==> src/rtl/core/dpc_pkg.sv <==
// Shared types and constants for the divisor partition counter.
// Used by dpc_ctrl, dpc_datapath and the top level; no dependencies of its own.
package dpc_pkg;

  localparam int N_W       = 9;
  localparam int CNT_W     = 63;
  localparam int WAY_W     = 64;
  localparam int MAX_N_DEF = 256;

  // Controller to datapath
  typedef struct packed {
    logic load;
    logic init_step;
    logic div_start;
    logic div_step;
    logic d_next;
    logic sweep_start;
    logic sweep_issue;
    logic fin_valid;
    logic fin_invalid;
  } dpc_cmd_t;

  // Datapath to controller
  typedef struct packed {
    logic n_bad;
    logic i_at_n;
    logic div_last;
    logic div_zero;
    logic d_last;
  } dpc_sts_t;

endpackage

==> src/rtl/core/dpc_ctrl.sv <==
// Controller: sequences table clear, divisor tests, table sweeps and the
// final read. Depends on dpc_pkg for the command and status types.
module dpc_ctrl import dpc_pkg::*; (
  input  logic     clk,
  input  logic     rst_n,
  input  logic     start,
  output logic     busy,
  output logic     out_strobe,
  output dpc_cmd_t cmd,
  input  dpc_sts_t sts
);

  typedef enum logic [2:0] {
    S_IDLE,
    S_INIT,
    S_DIV,
    S_SWEEP,
    S_SW_END,
    S_RD_N,
    S_FIN
  } state_t;

  state_t state_r, state_nxt;
  logic   strobe_r, strobe_nxt;

  always_comb begin
    cmd        = '0;
    state_nxt  = state_r;
    strobe_nxt = 1'b0;
    case (state_r)
      S_IDLE: begin
        if (start) begin
          if (sts.n_bad) begin
            cmd.fin_invalid = 1'b1;
            strobe_nxt      = 1'b1;
          end else begin
            cmd.load  = 1'b1;
            state_nxt = S_INIT;
          end
        end
      end
      S_INIT: begin
        cmd.init_step = 1'b1;
        if (sts.i_at_n) begin
          cmd.div_start = 1'b1;
          state_nxt     = S_DIV;
        end
      end
      S_DIV: begin
        cmd.div_step = 1'b1;
        if (sts.div_last) begin
          if (sts.div_zero) begin
            cmd.sweep_start = 1'b1;
            state_nxt       = S_SWEEP;
          end else begin
            // not a divisor: advance and test the next one
            cmd.d_next    = 1'b1;
            cmd.div_start = 1'b1;
          end
        end
      end
      S_SWEEP: begin
        cmd.sweep_issue = 1'b1;
        if (sts.i_at_n) begin
          state_nxt = S_SW_END;
        end
      end
      S_SW_END: begin
        // last write of the pass lands this cycle
        if (sts.d_last) begin
          state_nxt = S_RD_N;
        end else begin
          cmd.d_next    = 1'b1;
          cmd.div_start = 1'b1;
          state_nxt     = S_DIV;
        end
      end
      S_RD_N: begin
        state_nxt = S_FIN;
      end
      S_FIN: begin
        cmd.fin_valid = 1'b1;
        strobe_nxt    = 1'b1;
        state_nxt     = S_IDLE;
      end
      default: begin
        state_nxt = S_IDLE;
      end
    endcase
  end

  always_ff @(posedge clk) begin
    if (!rst_n) begin
      state_r  <= S_IDLE;
      strobe_r <= 1'b0;
    end else begin
      state_r  <= state_nxt;
      strobe_r <= strobe_nxt;
    end
  end

  assign busy       = (state_r != S_IDLE);
  assign out_strobe = strobe_r;

endmodule

==> config.mk <==
export PLATFORM = sky130hd
export DESIGN_NAME = dpc_ctrl
export DESIGN_NICKNAME = d
export VERILOG_FILES = /design/src/rtl/core/dpc_pkg.sv /design/src/rtl/core/dpc_ctrl.sv
export SDC_FILE = /design/constraint.sdc
export NUM_CORES = 1
export LEC_CHECK = 0
export ABC_AREA = 1
export BUFFER_PORTS_ARGS = -buffer_cell sky130_fd_sc_hd__buf_2
export CAP_MARGIN = 5
export CORE_AREA = 2 2 39 41
export CTS_CLUSTER_DIAMETER = 150
export DETAILED_ROUTE_END_ITERATION = 8
export DIE_AREA = 0 0 41 43
export MAX_ROUTING_LAYER = met4
export PLACE_DENSITY = 0.52
export SLEW_MARGIN = 30
export SYNTH_ARGS = -nofsm -noshare
export SYNTH_HDL_FRONTEND = slang
export SYNTH_SLANG_ARGS = --single-unit
==> constraint.sdc <==
create_clock -name clk -period 1.13 [get_ports clk]
set_clock_uncertainty 0.05 [all_clocks]
set_input_delay 0.226 -clock clk [delete_from_list [all_inputs] [get_ports clk]]
set_output_delay 0.226 -clock clk [all_outputs]
set_load 0.02 [all_outputs]
==> flow_summary.ini <==
[die]
placement_rows = 14
die-area_um2 = 1760
dieWidth_um = 41
fp.coreArea_um2 = 1380
ios = 19
fp.dieH_um = 43
start_util_pct = 24.3

[power_and_ir_drop]
pwr_density_cell_nw_per_um2 = 2260
p_leak_nw = 0.426
ir_worst_vdd_mv = 1.08

[timing]
fin_crit_ps = 1510
max_slew_margin_pct = 85.8
rsz0062_at_grt = yes
finalHoldViolations = 0
tightest_slew_ps = 212
maxClockFrequency_ghz = 0.663
drv_slew = 0
post-route-period-util_pct = 134
fin_setup_tns_ps = -2960
fin_ws_ps = -379
finalSetupViolations = 13

[clocking]
cts_buffer_depth = 2
numClockSinks = 4
cts-root-buf = clkbuf_4
path_clk_slew_ps = 40
worst_skew_pair.late_latency_ps = 230
numCtsBuffers = 3
cts_max_level = 1
cts_tree = yes

[detailed_routing]
drcViolationCount = 0
via_count = 498
drt_iter0_drc = 9
viasPerCell = 4.45
ant_nets = 0
dr.pass1.iters = 4
wl_per_cell_um = 11.1
drt-total-wl_um = 1250

[critical_path]
cp.arrival_ps = 1230
critPathRequiredTime_ps = 850
end_kind = output pin
timing.rr.start = state_r[2]$_SDFFE_PN0P_
crit_fanout = 3
worstSetupPathType = reg -> out
worstSetupStartpoint = state_r[2]$_SDFFE_PN0P_
start_kind = register

[yosys]
synthesis.nets = 65
yosys.area.top_type_share_pct = 23.8
yosysWarnings = 0
synth-seq-cells = 4
synth_area_um2 = 337
yosys.area.top_type = dfxtp_1
synth_cell_types = 16
yosysSeqAreaShare_pct = 23.8
synth.area.top_cells = dfxtp_1 24%, inv_1 13%, nand2_1 13%
syn_area_per_cell_um2 = 5.90
syn-instance-count = 57

[global_route]
met1_usage_pct = 19.0
grt_pass1_wl_um = 1890
antenna_found_initial = 0
grt-ovfl-total = 0
grtUsageTotal_pct = 15.7
grt_pass1_vias = 464
top_usage_layer = met2
grt_start_max_net_pins = 7
grt_use_met3_pct = 1.57
use_met2_pct = 25.3

[run_status]
violations = setup timing
status = complete, but fails checks

[layout]
fin_nets = 106
fin_cells = 112
layout_commonest_cell = buf_4
final_util_pct = 57.1
diodes = 0
final_cell_mix = 15 x buf_4, 13 x buf_6, 10 x inv_1
area_delta_synth_final_pct = 135
drive_gt1_share_pct = 66.7

[placement]
dp_hpwl_um = 767
placedCellCount = 103
gp_congestion = 0.728
io_buffer_count = 18

[worst_hold_path]
hp-start = rst_n
hold_class = in -> reg

[run]
cap_viol_max_count = 0
[synth_stat cells]
cell type / number
a21oi_1: 2
nor2_2: 2
nor2_4: 2
nand2_1: 12
dfxtp_1: 4
nor2_1: 7
inv_2: 1
inv_1: 12
o21bai_1: 1
nand3_2: 1
nor3_1: 1
nand4_1: 1
o21ai_1: 2
nand2_2: 1
nand3_1: 7
buf_6: 1
[logic make-up after synthesis]
logic type             Yosys count  synth area share, %
buffers and inverters           14                 17.8
and+or+nand+nor                 34                 50.2
AOI/OAI and AO/OA                5                 8.18
DFF                              4                 23.8
[cell type report]
class	count	area, um2
fillers	125	593
flip-flops and latches	4	91.3
clock buffers	3	22.5
inverters	13	56.3
repair buffers	37	304
well taps	16	20.0
multi-input cells	39	297
[report_power, final]
group          internal, mW  switching, mW  leakage, nW
Sequential            0.197         0.0723       0.0349
Clock                 0.119         0.0615       0.0138
Combinational         0.656          0.680        0.378
[path summary, 6_finish.rpt]
| path | cells after the start | slack [ps] | end |
|---|---|---|---|
| worst max-delay path | 5 | -380 | cmd[6] |
| worst min-delay path | 3 | 190 | state_r[0]$_SDFFE_PN0P_ |
| worst max register to register | 8 | -110 | state_r[2]$_SDFFE_PN0P_ |
| worst min register to register | 2 | 490 | state_r[0]$_SDFFE_PN0P_ |
[what timing repair did]
item	in CTS	in global routing
gates cloned	0	0
setup endpoints to repair	13	14
setup buffers	7	2
hold buffers	0	0
gates resized for setup	33	11
pin swaps	4	2
[registers in the layout (all words and copies together) (netlist names)]
signal / flops
state_r: 3
out_strobe: 1
[worst max-delay path: stages (launching register included)]
cell      delay [ps]
dfxtp_4          350
nor2_4           150
nand3_4          100
o21ai_4          130
o21bai_4         130
buf_6            130
[per-layer routing]
metal	share of wire, %	wire length, um	vias to the layer above
met1	42	527	223
met4	1.7	21	0
li1	-	-	257
met3	3.2	40	2
met2	53	658	16
met5	0	0	-
[stage by stage]
stage / power (mW) / area, um2 / hold WS, ps / setup slack [ps]
after CTS: 1.70 / 758 / 171 / -358
final: 1.79 / 791 / 188 / -379
after global routing: 1.91 / 791 / 197 / -424
after floorplan: 0.844 / 387 / 289 / -168
after detailed placement: 1.18 / 583 / 431 / -209
after global placement: 1.17 / 583 / 420 / -186
Note: power is estimated with default switching activity, not from simulation.
